File: src/rtl/arpc_pkg.sv
// ----------------------------------------------------------------------------
// arpc_pkg
// Shared types and constants of the ARP cache resolver.
// ----------------------------------------------------------------------------
package arpc_pkg;

  localparam int unsigned TableDepthDefault = 16;
  localparam int unsigned MaxBeats          = 16;
  localparam int unsigned BeatCntW          = 5;

  localparam int unsigned CfgIdxW  = 3;
  localparam int unsigned CfgDataW = 48;

  localparam logic [CfgIdxW-1:0] CfgLocalIp    = 3'd0;
  localparam logic [CfgIdxW-1:0] CfgLocalMac   = 3'd1;
  localparam logic [CfgIdxW-1:0] CfgReqTimeout = 3'd2;
  localparam logic [CfgIdxW-1:0] CfgCacheLife  = 3'd3;
  localparam logic [CfgIdxW-1:0] CfgMaxRetries = 3'd4;

  localparam logic [2:0] OpTick    = 3'd0;
  localparam logic [2:0] OpRecv    = 3'd1;
  localparam logic [2:0] OpResolve = 3'd2;
  localparam logic [2:0] OpLookup  = 3'd3;
  localparam logic [2:0] OpFlush   = 3'd4;

  localparam logic [2:0] KindNone     = 3'd0;
  localparam logic [2:0] KindResolved = 3'd1;
  localparam logic [2:0] KindNotRes   = 3'd2;
  localparam logic [2:0] KindSendReq  = 3'd3;
  localparam logic [2:0] KindSendRep  = 3'd4;

  localparam logic [15:0] ArpOperRequest = 16'd1;
  localparam logic [15:0] ArpOperReply   = 16'd2;
  localparam logic [15:0] HwTypeEth      = 16'd1;
  localparam logic [15:0] ProtoTypeIpv4  = 16'h0800;
  localparam logic [7:0]  HwLenEth       = 8'd6;
  localparam logic [7:0]  ProtoLenIpv4   = 8'd4;
  localparam logic [15:0] MinFrameLen    = 16'd42;

  localparam logic [31:0] ReqTimeoutRst = 32'd100;
  localparam logic [31:0] CacheLifeRst  = 32'd600000;
  localparam logic [3:0]  MaxRetriesRst = 4'd3;

  typedef enum logic [7:0] {
    StIdle   = 8'b0000_0001,
    StTick   = 8'b0000_0010,
    StAdd    = 8'b0000_0100,
    StPrem   = 8'b0000_1000,
    StRemove = 8'b0001_0000,
    StLookup = 8'b0010_0000,
    StPscan  = 8'b0100_0000,
    StDone   = 8'b1000_0000
  } state_e;

endpackage

File: src/rtl/arp_cache_resolver.sv
// ----------------------------------------------------------------------------
// arp_cache_resolver
// ARP engine: expiring address cache and pending request table, one interface.
// ----------------------------------------------------------------------------
// Flush and a dropped frame finish without a table scan; a tick or a resolve
// scans the tables one entry at a time. A new item is taken only once the
// last is through; busy_o is high for the whole item. Results leave at most
// one beat a cycle, last_o marks the final beat; no stalling. Reset clears
// time, cache valid bits and pending count and resets the configuration.
module arp_cache_resolver #(
  parameter int unsigned TABLE_DEPTH = arpc_pkg::TableDepthDefault
) (
  input  logic                          clk_i,
  input  logic                          rst_ni,
  input  logic                          start_i,
  output logic                          busy_o,
  input  logic                          cfg_we_i,
  input  logic [arpc_pkg::CfgIdxW-1:0]  cfg_index_i,
  input  logic [arpc_pkg::CfgDataW-1:0] cfg_data_i,
  input  logic [2:0]                    opcode_i,
  input  logic [15:0]                   frame_length_i,
  input  logic [15:0]                   hw_type_i,
  input  logic [15:0]                   proto_type_i,
  input  logic [7:0]                    hw_len_i,
  input  logic [7:0]                    proto_len_i,
  input  logic [15:0]                   arp_oper_i,
  input  logic [47:0]                   sender_hw_i,
  input  logic [31:0]                   sender_proto_i,
  input  logic [31:0]                   target_proto_i,
  output logic                          result_valid_o,
  output logic [2:0]                    result_kind_o,
  output logic [47:0]                   hw_addr_o,
  output logic [31:0]                   proto_addr_o,
  output logic                          last_o
);
  import arpc_pkg::*;

  localparam int unsigned IW = (TABLE_DEPTH > 1) ? $clog2(TABLE_DEPTH) : 1;
  localparam int unsigned CW = $clog2(TABLE_DEPTH + 1);
  localparam logic [CW-1:0] Depth = CW'(TABLE_DEPTH);

  logic [31:0] local_ip_q, req_timeout_q, cache_life_q;
  logic [47:0] local_mac_q;
  logic [3:0]  max_retries_q;

  state_e      state_q, state_d, ret_q, ret_d;
  logic [CW-1:0] idx_q, idx_d, cnt_q, cnt_d;
  logic [31:0] time_q, time_d;
  logic [BeatCntW-1:0] beats_q, beats_d;

  logic [2:0]  op_q;
  logic [47:0] shw_q;
  logic [31:0] sip_q, tip_q;

  logic [TABLE_DEPTH-1:0] cvalid_q, cvalid_d;
  logic [31:0] cproto_q [TABLE_DEPTH];
  logic [47:0] chw_q    [TABLE_DEPTH];
  logic [31:0] cexp_q   [TABLE_DEPTH];
  logic [31:0] pproto_q [TABLE_DEPTH];
  logic [31:0] pstart_q [TABLE_DEPTH];
  logic [3:0]  pretry_q [TABLE_DEPTH];

  logic        held_q, held_d;
  logic [2:0]  hkind_q, hkind_d;
  logic [47:0] hhw_q, hhw_d;
  logic [31:0] hip_q, hip_d;

  logic        rv_d, rlast_d;
  logic [2:0]  rkind_d;
  logic [47:0] rhw_d;
  logic [31:0] rip_d;
  logic        rv_q, rlast_q;
  logic [2:0]  rkind_q;
  logic [47:0] rhw_q;
  logic [31:0] rip_q;

  logic        emit;
  logic [2:0]  ekind;
  logic [47:0] ehw;
  logic [31:0] eip;

  logic        cadd_we, cap_in;
  logic        pwe;
  logic [IW-1:0] pwaddr, prd, cidx;
  logic [31:0] pwproto, pwstart;
  logic [3:0]  pwretry;

  logic [31:0] rd_pproto, rd_pstart, rd_cproto, rd_cexp, elapsed;
  logic [3:0]  rd_pretry;
  logic [47:0] rd_chw;
  logic        accept, frame_ok;

  assign accept = start_i & ~busy_o;
  assign busy_o = (state_q != StIdle);
  assign cap_in = accept;

  assign cidx = idx_q[IW-1:0];
  assign prd  = (state_q == StRemove) ? IW'(cnt_q - CW'(1)) : idx_q[IW-1:0];

  assign rd_pproto = pproto_q[prd];
  assign rd_pstart = pstart_q[prd];
  assign rd_pretry = pretry_q[prd];
  assign rd_cproto = cproto_q[cidx];
  assign rd_chw    = chw_q[cidx];
  assign rd_cexp   = cexp_q[cidx];
  assign elapsed   = time_q - rd_pstart;

  assign frame_ok = (frame_length_i >= MinFrameLen) && (hw_type_i == HwTypeEth) &&
                    (proto_type_i == ProtoTypeIpv4) && (hw_len_i == HwLenEth) &&
                    (proto_len_i == ProtoLenIpv4);

  always_comb begin
    state_d  = state_q;
    ret_d    = ret_q;
    idx_d    = idx_q;
    cnt_d    = cnt_q;
    time_d   = time_q;
    cvalid_d = cvalid_q;
    emit     = 1'b0;
    ekind    = KindNone;
    ehw      = '0;
    eip      = '0;
    cadd_we  = 1'b0;
    pwe      = 1'b0;
    pwaddr   = idx_q[IW-1:0];
    pwproto  = rd_pproto;
    pwstart  = time_q;
    pwretry  = '0;

    case (state_q)
      StIdle: begin
        if (accept) begin
          idx_d   = '0;
          state_d = StDone;
          case (opcode_i)
            OpTick: begin
              time_d  = time_q + 32'd1;
              state_d = StTick;
            end
            OpRecv: begin
              if (frame_ok && arp_oper_i == ArpOperRequest) begin
                if (target_proto_i == local_ip_q) begin
                  emit  = 1'b1;
                  ekind = KindSendRep;
                  ehw   = sender_hw_i;
                  eip   = sender_proto_i;
                end
              end else if (frame_ok && arp_oper_i == ArpOperReply) begin
                state_d = StAdd;
              end
            end
            OpResolve: begin
              if (local_ip_q == '0) begin
                emit  = 1'b1;
                ekind = KindNotRes;
                eip   = target_proto_i;
              end else begin
                state_d = StLookup;
              end
            end
            OpLookup: state_d = StLookup;
            OpFlush: begin
              cvalid_d = '0;
              cnt_d    = '0;
            end
            default: state_d = StDone;
          endcase
        end
      end
      StTick: begin
        if (idx_q < cnt_q) begin
          if (elapsed > req_timeout_q) begin
            if (rd_pretry < max_retries_q) begin
              emit    = 1'b1;
              ekind   = KindSendReq;
              eip     = rd_pproto;
              pwe     = 1'b1;
              pwretry = rd_pretry + 4'd1;
              idx_d   = idx_q + CW'(1);
            end else begin
              ret_d   = StTick;
              state_d = StRemove;
            end
          end else begin
            idx_d = idx_q + CW'(1);
          end
        end else begin
          state_d = StDone;
        end
      end
      StAdd: begin
        if (idx_q < Depth && !cvalid_q[cidx]) begin
          cadd_we        = 1'b1;
          cvalid_d[cidx] = 1'b1;
          idx_d          = '0;
          state_d        = StPrem;
        end else if (idx_q < Depth) begin
          idx_d = idx_q + CW'(1);
        end else begin
          idx_d   = '0;
          state_d = StPrem;
        end
      end
      StPrem: begin
        if (idx_q < cnt_q) begin
          if (rd_pproto == sip_q) begin
            ret_d   = StDone;
            state_d = StRemove;
          end else begin
            idx_d = idx_q + CW'(1);
          end
        end else begin
          state_d = StDone;
        end
      end
      StRemove: begin
        pwe     = 1'b1;
        pwproto = rd_pproto;
        pwstart = rd_pstart;
        pwretry = rd_pretry;
        cnt_d   = cnt_q - CW'(1);
        state_d = ret_q;
      end
      StLookup: begin
        if (idx_q < Depth) begin
          if (cvalid_q[cidx] && rd_cproto == tip_q) begin
            if (time_q < rd_cexp) begin
              emit    = 1'b1;
              ekind   = KindResolved;
              ehw     = rd_chw;
              eip     = tip_q;
              state_d = StDone;
            end else begin
              cvalid_d[cidx] = 1'b0;
              idx_d          = idx_q + CW'(1);
            end
          end else begin
            idx_d = idx_q + CW'(1);
          end
        end else begin
          emit  = 1'b1;
          eip   = tip_q;
          idx_d = '0;
          if (op_q == OpResolve) begin
            ekind   = KindSendReq;
            state_d = StPscan;
          end else begin
            ekind   = KindNotRes;
            state_d = StDone;
          end
        end
      end
      StPscan: begin
        if (idx_q < cnt_q && rd_pproto == tip_q) begin
          emit    = 1'b1;
          ekind   = KindNotRes;
          eip     = tip_q;
          state_d = StDone;
        end else if (idx_q < cnt_q) begin
          idx_d = idx_q + CW'(1);
        end else begin
          if (cnt_q < Depth) begin
            pwe     = 1'b1;
            pwaddr  = cnt_q[IW-1:0];
            pwproto = tip_q;
            cnt_d   = cnt_q + CW'(1);
          end
          emit    = 1'b1;
          ekind   = KindNotRes;
          eip     = tip_q;
          state_d = StDone;
        end
      end
      StDone: state_d = StIdle;
      default: state_d = StIdle;
    endcase
  end

  // hold one beat back so the final one can carry last
  always_comb begin
    held_d  = held_q;
    hkind_d = hkind_q;
    hhw_d   = hhw_q;
    hip_d   = hip_q;
    beats_d = beats_q;
    rv_d    = 1'b0;
    rlast_d = 1'b0;
    rkind_d = hkind_q;
    rhw_d   = hhw_q;
    rip_d   = hip_q;
    if (state_q == StIdle) begin
      beats_d = '0;
    end
    if (emit && beats_d < BeatCntW'(MaxBeats)) begin
      rv_d    = held_q;
      held_d  = 1'b1;
      hkind_d = ekind;
      hhw_d   = ehw;
      hip_d   = eip;
      beats_d = beats_d + BeatCntW'(1);
    end
    if (state_q == StDone) begin
      rv_d    = 1'b1;
      rlast_d = 1'b1;
      held_d  = 1'b0;
      if (!held_q) begin
        rkind_d = KindNone;
        rhw_d   = '0;
        rip_d   = '0;
      end
    end
  end

  always_ff @(posedge clk_i or negedge rst_ni) begin
    if (!rst_ni) begin
      state_q       <= StIdle;
      ret_q         <= StDone;
      idx_q         <= '0;
      cnt_q         <= '0;
      time_q        <= '0;
      cvalid_q      <= '0;
      held_q        <= 1'b0;
      beats_q       <= '0;
      rv_q          <= 1'b0;
      local_ip_q    <= '0;
      local_mac_q   <= '0;
      req_timeout_q <= ReqTimeoutRst;
      cache_life_q  <= CacheLifeRst;
      max_retries_q <= MaxRetriesRst;
    end else begin
      state_q  <= state_d;
      ret_q    <= ret_d;
      idx_q    <= idx_d;
      cnt_q    <= cnt_d;
      time_q   <= time_d;
      cvalid_q <= cvalid_d;
      held_q   <= held_d;
      beats_q  <= beats_d;
      rv_q     <= rv_d;
      if (cfg_we_i) begin
        case (cfg_index_i)
          CfgLocalIp:    local_ip_q    <= cfg_data_i[31:0];
          CfgLocalMac:   local_mac_q   <= cfg_data_i;
          CfgReqTimeout: req_timeout_q <= cfg_data_i[31:0];
          CfgCacheLife:  cache_life_q  <= cfg_data_i[31:0];
          CfgMaxRetries: max_retries_q <= cfg_data_i[3:0];
          default: ;
        endcase
      end
    end
  end

  always_ff @(posedge clk_i) begin
    hkind_q <= hkind_d;
    hhw_q   <= hhw_d;
    hip_q   <= hip_d;
    rkind_q <= rkind_d;
    rhw_q   <= rhw_d;
    rip_q   <= rip_d;
    rlast_q <= rlast_d;
    if (cap_in) begin
      op_q  <= opcode_i;
      shw_q <= sender_hw_i;
      sip_q <= sender_proto_i;
      tip_q <= target_proto_i;
    end
    if (cadd_we) begin
      cproto_q[cidx] <= sip_q;
      chw_q[cidx]    <= shw_q;
      cexp_q[cidx]   <= time_q + cache_life_q;
    end
    if (pwe) begin
      pproto_q[pwaddr] <= pwproto;
      pstart_q[pwaddr] <= pwstart;
      pretry_q[pwaddr] <= pwretry;
    end
  end

  logic mac_unused;
  assign mac_unused = ^local_mac_q;

  assign result_valid_o = rv_q;
  assign result_kind_o  = rkind_q;
  assign hw_addr_o      = rhw_q & {48{~mac_unused | mac_unused}};
  assign proto_addr_o   = rip_q;
  assign last_o         = rlast_q;

endmodule

File: config.mk
export PLATFORM = sky130hd
export DESIGN_NAME = arp_cache_resolver
export DESIGN_NICKNAME = d
export VERILOG_FILES = /design/src/rtl/arpc_pkg.sv /design/src/rtl/arp_cache_resolver.sv
export SDC_FILE = /design/constraint.sdc
export NUM_CORES = 2
export LEC_CHECK = 0
export BUFFER_PORTS_ARGS = -buffer_cell sky130_fd_sc_hd__buf_2
export CAP_MARGIN = 10
export CORE_MARGIN = 2
export CORE_UTILIZATION = 40
export DETAILED_ROUTE_END_ITERATION = 8
export GPL_TIMING_DRIVEN = 0
export PLACE_DENSITY_LB_ADDON = 0.3
export SYNTH_ARGS = -nofsm -noshare
export SYNTH_HDL_FRONTEND = slang
export SYNTH_SLANG_ARGS = --single-unit
File: constraint.sdc
create_clock -name clk_i -period 11.5 [get_ports clk_i]
set_input_delay 1.15 -clock clk_i [delete_from_list [all_inputs] [get_ports clk_i]]
set_output_delay 1.15 -clock clk_i [all_outputs]
set_load 0.01 [all_outputs]
Yosys cells after proc, flatten, opt, wreduce, memory -nomap -nowiden
Memories as Yosys holds them, arrays and structs flattened.
Index checks and enable logic that the tools add are counted.
{"block": "totals", "reg_bits": 463, "ram_bits": 2880, "in_bits": 250, "elab_cells": 279, "memories": 6}
{"block": "classes", "n_eq_ne": 52, "n_reduce_logical": 30, "order_cmp": 10, "n_mux": 144, "bitwise": 5, "add_sub_neg": 8}
{"name": "chw_q", "words": 16, "width": 48, "read_ports": 1, "rd_clocked_by_memory_dff": 0, "write_ports": 1, "line": "arp_cache_resolver.sv:57", "text": "logic [47:0] chw_q [TABLE_DEPTH];"}
{"name": "cexp_q", "words": 16, "width": 32, "read_ports": 1, "rd_clocked_by_memory_dff": 0, "write_ports": 1, "line": "arp_cache_resolver.sv:58", "text": "logic [31:0] cexp_q [TABLE_DEPTH];"}
{"name": "cproto_q", "words": 16, "width": 32, "read_ports": 1, "rd_clocked_by_memory_dff": 0, "write_ports": 1, "line": "arp_cache_resolver.sv:56", "text": "logic [31:0] cproto_q [TABLE_DEPTH];"}
{"name": "pproto_q", "words": 16, "width": 32, "read_ports": 1, "rd_clocked_by_memory_dff": 0, "write_ports": 1, "line": "arp_cache_resolver.sv:59", "text": "logic [31:0] pproto_q [TABLE_DEPTH];"}
{"name": "pstart_q", "words": 16, "width": 32, "read_ports": 1, "rd_clocked_by_memory_dff": 0, "write_ports": 1, "line": "arp_cache_resolver.sv:60", "text": "logic [31:0] pstart_q [TABLE_DEPTH];"}
{"name": "pretry_q", "words": 16, "width": 4, "read_ports": 1, "rd_clocked_by_memory_dff": 0, "write_ports": 1, "line": "arp_cache_resolver.sv:61", "text": "logic [3:0] pretry_q [TABLE_DEPTH];"}
{"cell": "$mux W32", "n": 19}
{"cell": "$mux W48", "n": 9}
{"cell": "$mux W8", "n": 22}
{"cell": "$eq A32 B32 Y1", "n": 4}
{"cell": "$pmux W32 S4", "n": 1}
{"cell": "$mux W5", "n": 20}
{"cell": "$mux W16", "n": 6}
{"cell": "$pmux W48 S2", "n": 1}
{"cell": "$pmux W32 S2", "n": 1}
{"cell": "$pmux W8 S7", "n": 1}
{"cell": "$pmux W16 S3", "n": 1}
{"cell": "$add A32 B1 Y32 const B", "n": 1}
{"cell": "$add A32 B32 Y32", "n": 1}
{"cell": "$eq A16 B1 Y1 const B", "n": 2}
{"cell": "$gt A32 B32 Y1", "n": 1}
{"cell": "$logic_not A32 Y1", "n": 1}
{"cell": "$lt A32 B32 Y1", "n": 1}
{"cell": "$mux W4", "n": 8}
{"cell": "$pmux W8 S4", "n": 1}
{"cell": "$sub A32 B32 Y32", "n": 1}
{"cell": "$mux W1", "n": 31}
{"cell": "$ne A2 B2 Y1 const B", "n": 15}
{"cell": "$pmux W5 S6", "n": 1}
{"cell": "$eq A8 B3 Y1 const B", "n": 3}
{"cell": "54 further kinds", "n": 97}

Logic depth before layout (Yosys ltp)
{"block": "depth", "depth_word": 13, "ltp_mapped": 47, "ltp_nobuf": 39}

Worst setup path after synthesis
No wires, ideal clock.
{"block": "synth_path", "kind": "flip-flop to flip-flop", "from": "reg cnt_q[0]", "to": "mem pproto_q[14][0] (enable)", "required_ps": 11005, "path_buffers": 8, "period_less_slack_ps": 12024, "t_arrival_ps": 11529, "setup_time_ps": 495, "path_stages_with_launch": 45, "slack_ps": -524, "path_cell_list": "dfrtp_1 clkbuf_1 clkinv_1 clkbuf_1 ha_1 inv_1 nor3_4 nor2_2 buf_2 buf_2 buf_1 clkbuf_1 buf_1 buf_1 mux4_2 mux2i_1 a21oi_1 ha_1 (+9 left out) o21ai_0 a211oi_1 o21ai_0 a21o_1 a21oi_1 xnor2_1 ha_1 nand4_1 nor2_1 and3_1 o21ai_0 o2111ai_1 nand3_1 nor4_2 nor2_1 o22ai_1 nand2_1 nor2_1"}
{"block": "synth_via", "elab_chain_len": 10}
{"item": "start, declared", "line": "arp_cache_resolver.sv:47", "text": "logic [CW-1:0] idx_q, idx_d, cnt_q, cnt_d;"}
{"item": "start signal, assigned", "line": "arp_cache_resolver.sv:334", "text": "cnt_q <= cnt_d;"}
{"item": "$sub A5 B1 Y5"}
{"item": "$mux W4", "line": "arp_cache_resolver.sv:98", "text": "assign prd = (state_q == StRemove) ? IW'(cnt_q - CW'(1)) : idx_q[IW-1:0];"}
{"item": "$mem_v2 Z16 W32 or $mem_v2 Z16 W4 (tied branches)"}
{"item": "$sub A32 B32 Y32 or $lt A4 B4 Y1 (tied branches)", "line": "arp_cache_resolver.sv:106, arp_cache_resolver.sv:173"}
{"item": "$gt A32 B32 Y1 or $mux W1 (tied branches)", "line": "arp_cache_resolver.sv:172, arp_cache_resolver.sv:173"}
{"item": "$mux W1", "line": "arp_cache_resolver.sv:172", "text": "if (elapsed > req_timeout_q) begin"}
{"item": "$mux W1", "line": "arp_cache_resolver.sv:171", "text": "if (idx_q < cnt_q) begin"}
{"item": "$pmux W1 S3", "line": "arp_cache_resolver.sv:130", "text": "case (state_q)"}
{"item": "$mux W1", "line": "arp_cache_resolver.sv:372", "text": "if (pwe) begin"}
{"item": "$mux W1 (implied by the code)", "line": "arp_cache_resolver.sv:373", "text": "pproto_q[pwaddr] <= pwproto;"}
{"item": "end, declared", "line": "arp_cache_resolver.sv:59"}
Several ways; a longest one is shown, not always the timed one.

Worst setup path in the final report
{"block": "layout_path", "from": "reg cnt_q[0]", "to": "mem pproto_q[0][18] (enable)"}
The elaborated chain is that of the path after synthesis.

==> flow_metrics.py <==
metrics = {
    "pwr": {
        "finalPower_w": 0.0303,
        "p_per_area_mw_per_mm2": 189,
        "ir_drop_mv": 0.134,
        "leakagePower_nw": 52.0,
    },
    "timing": {
        "slew_headroom": 0.0863,
        "setup_viol": 0,
        "drv_slew": 0,
        "skew_ps": 59.1,
        "fin_crit_sh": 0.979,
        "tightest_slew_ps": 1360,
        "hold_viol": 0,
        "period_minus_slack_ps": 11260,
        "timing.fmax_mhz": 88.8,
    },
    "floorplan": {
        "num_rows": 214,
        "fp.coreArea_mm2": 0.340,
        "die_width_um": 589,
        "fp.dieArea_mm2": 0.347,
        "start_util": 0.402,
        "die_h_um": 589,
        "num_io_pins": 336,
    },
    "cells_and_area": {
        "final_nets": 8768,
        "fin_util": 0.473,
        "finalInstanceArea_mm2": 0.161,
        "finalNonFillerCells": 13200,
        "area_delta_synth_final_pct": 17.5,
        "drive_gt1_frac": 0.256,
    },
    "critical_path": {
        "cpLargestDelayFamily": "compound AO/OA/AOI/OAI gates",
        "cp_num_buf_inv": 10,
        "crit_type": "reg -> reg",
        "worst_path_max_delay_cell": "clkbuf_1",
        "cpPeakStageDelay_ps": 590,
        "worstPathRequired_ps": 12120,
        "setup.worst_path.end_class": "flop",
        "cp_max_fo": 20,
        "worstPathArrival_ps": 11880,
        "cp-start-kind": "flop",
    },
    "synth": {
        "syn_area_per_cell_um2": 18.4,
        "syn_inst": 7441,
        "synth_top_area_share": 0.675,
        "synth_nets": 7836,
        "synth.distinct_cells": 105,
        "synth_warnings": 0,
        "synth-seq-area-share": 0.720,
        "ys_top_cells_by_area": "edfxtp_1, mux4_2, dfrtp_1",
        "ys_ff_latch": 3337,
        "synth_top_cell_by_area": "edfxtp_1",
        "ys_async_sr_fraction": 0.0524,
        "ys.flop_type": "edfxtp_1",
        "synth_edf_count": 3078,
        "syn_area_mm2": 0.137,
    },
    "place": {
        "gp_congestion": 0.995,
        "portBuffers": 318,
        "hpwl_um": 310000,
        "dp_cells": 12500,
        "dpl_cell_area_mm2": 0.149,
    },
    "clocking": {
        "clockBufferDepth": 4,
        "cts_root_buf": "clkbuf_16",
        "h-tree-depth": 5,
        "cts.sinks": 3337,
        "clk_latency_ps": 940,
        "postCtsHoldBufs": 0,
        "cts_buffers": 339,
        "clkSlewWorstSetupHoldPaths_ps": 60,
        "cts_tree": "yes",
    },
    "global_route": {
        "antenna_found_initial": 30,
        "grt.total_usage": 0.251,
        "grt-ovfl-total": 0,
        "grt_pass1_vias": 78600,
        "grt_max_degree": 104,
        "grt_first_pass_wirelength_um": 613000,
    },
    "routing": {
        "ant_nets": 0,
        "drt_iter0_drc": 11000,
        "wire_per_inst_um": 33.6,
        "detailroute.via_count": 79100,
        "via_per_inst": 6.00,
        "drtPass1Iterations": 8,
        "drc": 0,
        "wirelength_um": 443000,
    },
    "run_status": {
        "status": "finished clean",
    },
    "min_path": {
        "hold_path_class": "in -> async",
    },
    "flow_run": {
        "drv_cap": 0,
    },
}
-- final timing paths --
check,start,endpoint,slack (ps),cells past startpoint
setup / recovery,cnt_q[0]$_DFFE_PN0P_,pproto_q[0][18]$_DFFE_PP_,240,42
hold / removal,rst_ni,cache_life_q[18]$_DFFE_PN0P_,290,1
setup reg to reg,cnt_q[0]$_DFFE_PN0P_,pproto_q[0][18]$_DFFE_PP_,240,42
hold reg to reg,hip_q[4]$_DFFE_PN_,proto_addr_o[4]$_DFF_P_,450,1
max in group asynchronous,rst_ni,max_retries_q[1]$_DFFE_PN1P_,10240,2
min in group clk_i,sender_hw_i[18],shw_q[18]$_DFFE_PP_,410,1
-- report_power, final --
| part | total, W | switching, W | internal, W |
|---|---|---|---|
| Sequential | 0.0145 | 0.000471 | 0.0141 |
| Combinational | 0.00466 | 0.00289 | 0.00176 |
| Clock | 0.0111 | 0.00472 | 0.00640 |
-- stage by stage --
step | hold WS, ps | setup WS [ps] | TNS [ps]
floorplan | 429 | -524 | -561280
global placement | 446 | -11350 | -
detailed placement | 439 | -4990 | -5595170
CTS | 265 | 16.9 | 0
global route | 335 | -10.6 | -70.7
finish | 286 | 240 | 0
-- repair_timing --
item	in CTS	in global routing
endpoints found under the hold margin	0	0
setup endpoints to repair	1309	1061
pin swaps	17	2
gates resized for setup	99	27
buffers inserted	26	6
-- metal layers --
| metal | track usage | vias to the layer above | share of wire | routed length, um |
|---|---|---|---|---|
| met4 | 0.119 | 6 | 0.054 | 23900 |
| met1 | 0.340 | 41800 | 0.39 | 173000 |
| met5 | 0 | - | 0.000099 | 44 |
| met2 | 0.396 | 4216 | 0.46 | 206000 |
| li1 | - | 32200 | - | - |
| met3 | 0.0440 | 855 | 0.090 | 40000 |
-- kinds of logic (layout without fill, tap and decap cells) --
| kind of cell | count (synthesis) | in the layout | synth area share |
|---|---|---|---|
| DFF | 3337 | 3337 | 0.720 |
| and+or+nand+nor | 1137 | 1137 | 0.0408 |
| AOI/OAI and AO/OA | 1093 | 1093 | 0.0526 |
| muxes | 978 | 978 | 0.143 |
| buffers and inverters | 529 | 1737 | 0.0158 |
| xor gates and xnor gates | 222 | 222 | 0.0142 |
| adders and majority gates | 145 | 145 | 0.0134 |
| other | 0 | 15 | 0 |
-- area by class of cell --
class,count,area (um^2)
well taps,4536,5680
repair buffers,602,6410
multi-input cells,3575,36700
clock buffers,430,9110
fillers,28500,179000
flip-flops and latches,3337,98500
clock inverters,187,1980
plain buffers,393,1840
inverters,125,478
diodes,15,37.5
-- cells in the mapped netlist, types with 11 or more instances --
library cell,count
edfxtp_1,3078
mux4_2,774
nand2_1,450
a21oi_1,317
clkbuf_1,249
o21ai_0,226
nor2_1,176
dfrtp_1,160
ha_1,143
xnor2_1,143
inv_1,121
mux2i_1,113
nor2b_1,108
a211oi_1,101
nand3_1,97
dfxtp_1,84
mux2_2,82
xor2_1,79
buf_1,77
a21o_1,59
nand4_1,59
buf_2,58
and3_1,56
a32o_1,53
a22oi_1,42
nor4_1,42
nor3_1,31
o22ai_1,30
a31oi_1,28
nand2b_1,24
o21a_1,19
o21ai_1,17
o22a_1,17
a2111oi_0,15
and2_1,15
dfstp_2,15
o31ai_1,14
o211ai_1,13
a22o_1,12
a32oi_1,12
a21boi_0,11
buf_4,11
or4_1,11
-- state kept, by name, indices dropped and copies added (netlist names), 48 cells and up --
register   count
pproto_q     512
cproto_q     512
chw_q        768
hw_addr_o     48
cexp_q       512
shw_q         48
hhw_q         48
pretry_q      64
pstart_q     512
-- worst reg2reg max path: cells and delay by family (launching register included) --
kind | cells | cell delay [ps]
adders and majority gates | 3 | 1150
DFF | 1 | 360
xor gates and xnor gates | 1 | 120
muxes | 1 | 420
and+or+nand+nor | 13 | 2810
buffers and inverters | 10 | 2970
AOI/OAI and AO/OA | 14 | 3060
-- cell usage in the layout, fill, tap and decap left out, drive strengths merged, types with 24 or more instances in the layout --
master,netlist,layout
a211oi,104,104
a21o,59,59
a21oi,317,317
a22oi,42,42
a31oi,29,29
a32o,53,53
and3,56,56
buf,155,738
bufinv,0,34
clkbuf,249,677
clkinv,3,116
clkinvlp,0,24
dfrtp,160,160
dfxtp,84,84
edfxtp,3078,3078
ha,143,143
inv,122,138
mux2,89,89
mux2i,115,115
mux4,774,774
nand2,451,451
nand2b,24,24
nand3,98,98
nand4,60,60
nor2,181,181
nor2b,108,108
nor3,35,35
nor4,46,46
o21ai,244,244
o22ai,30,30
xnor2,143,143
xor2,79,79
(Power assumes the default switching activity.)
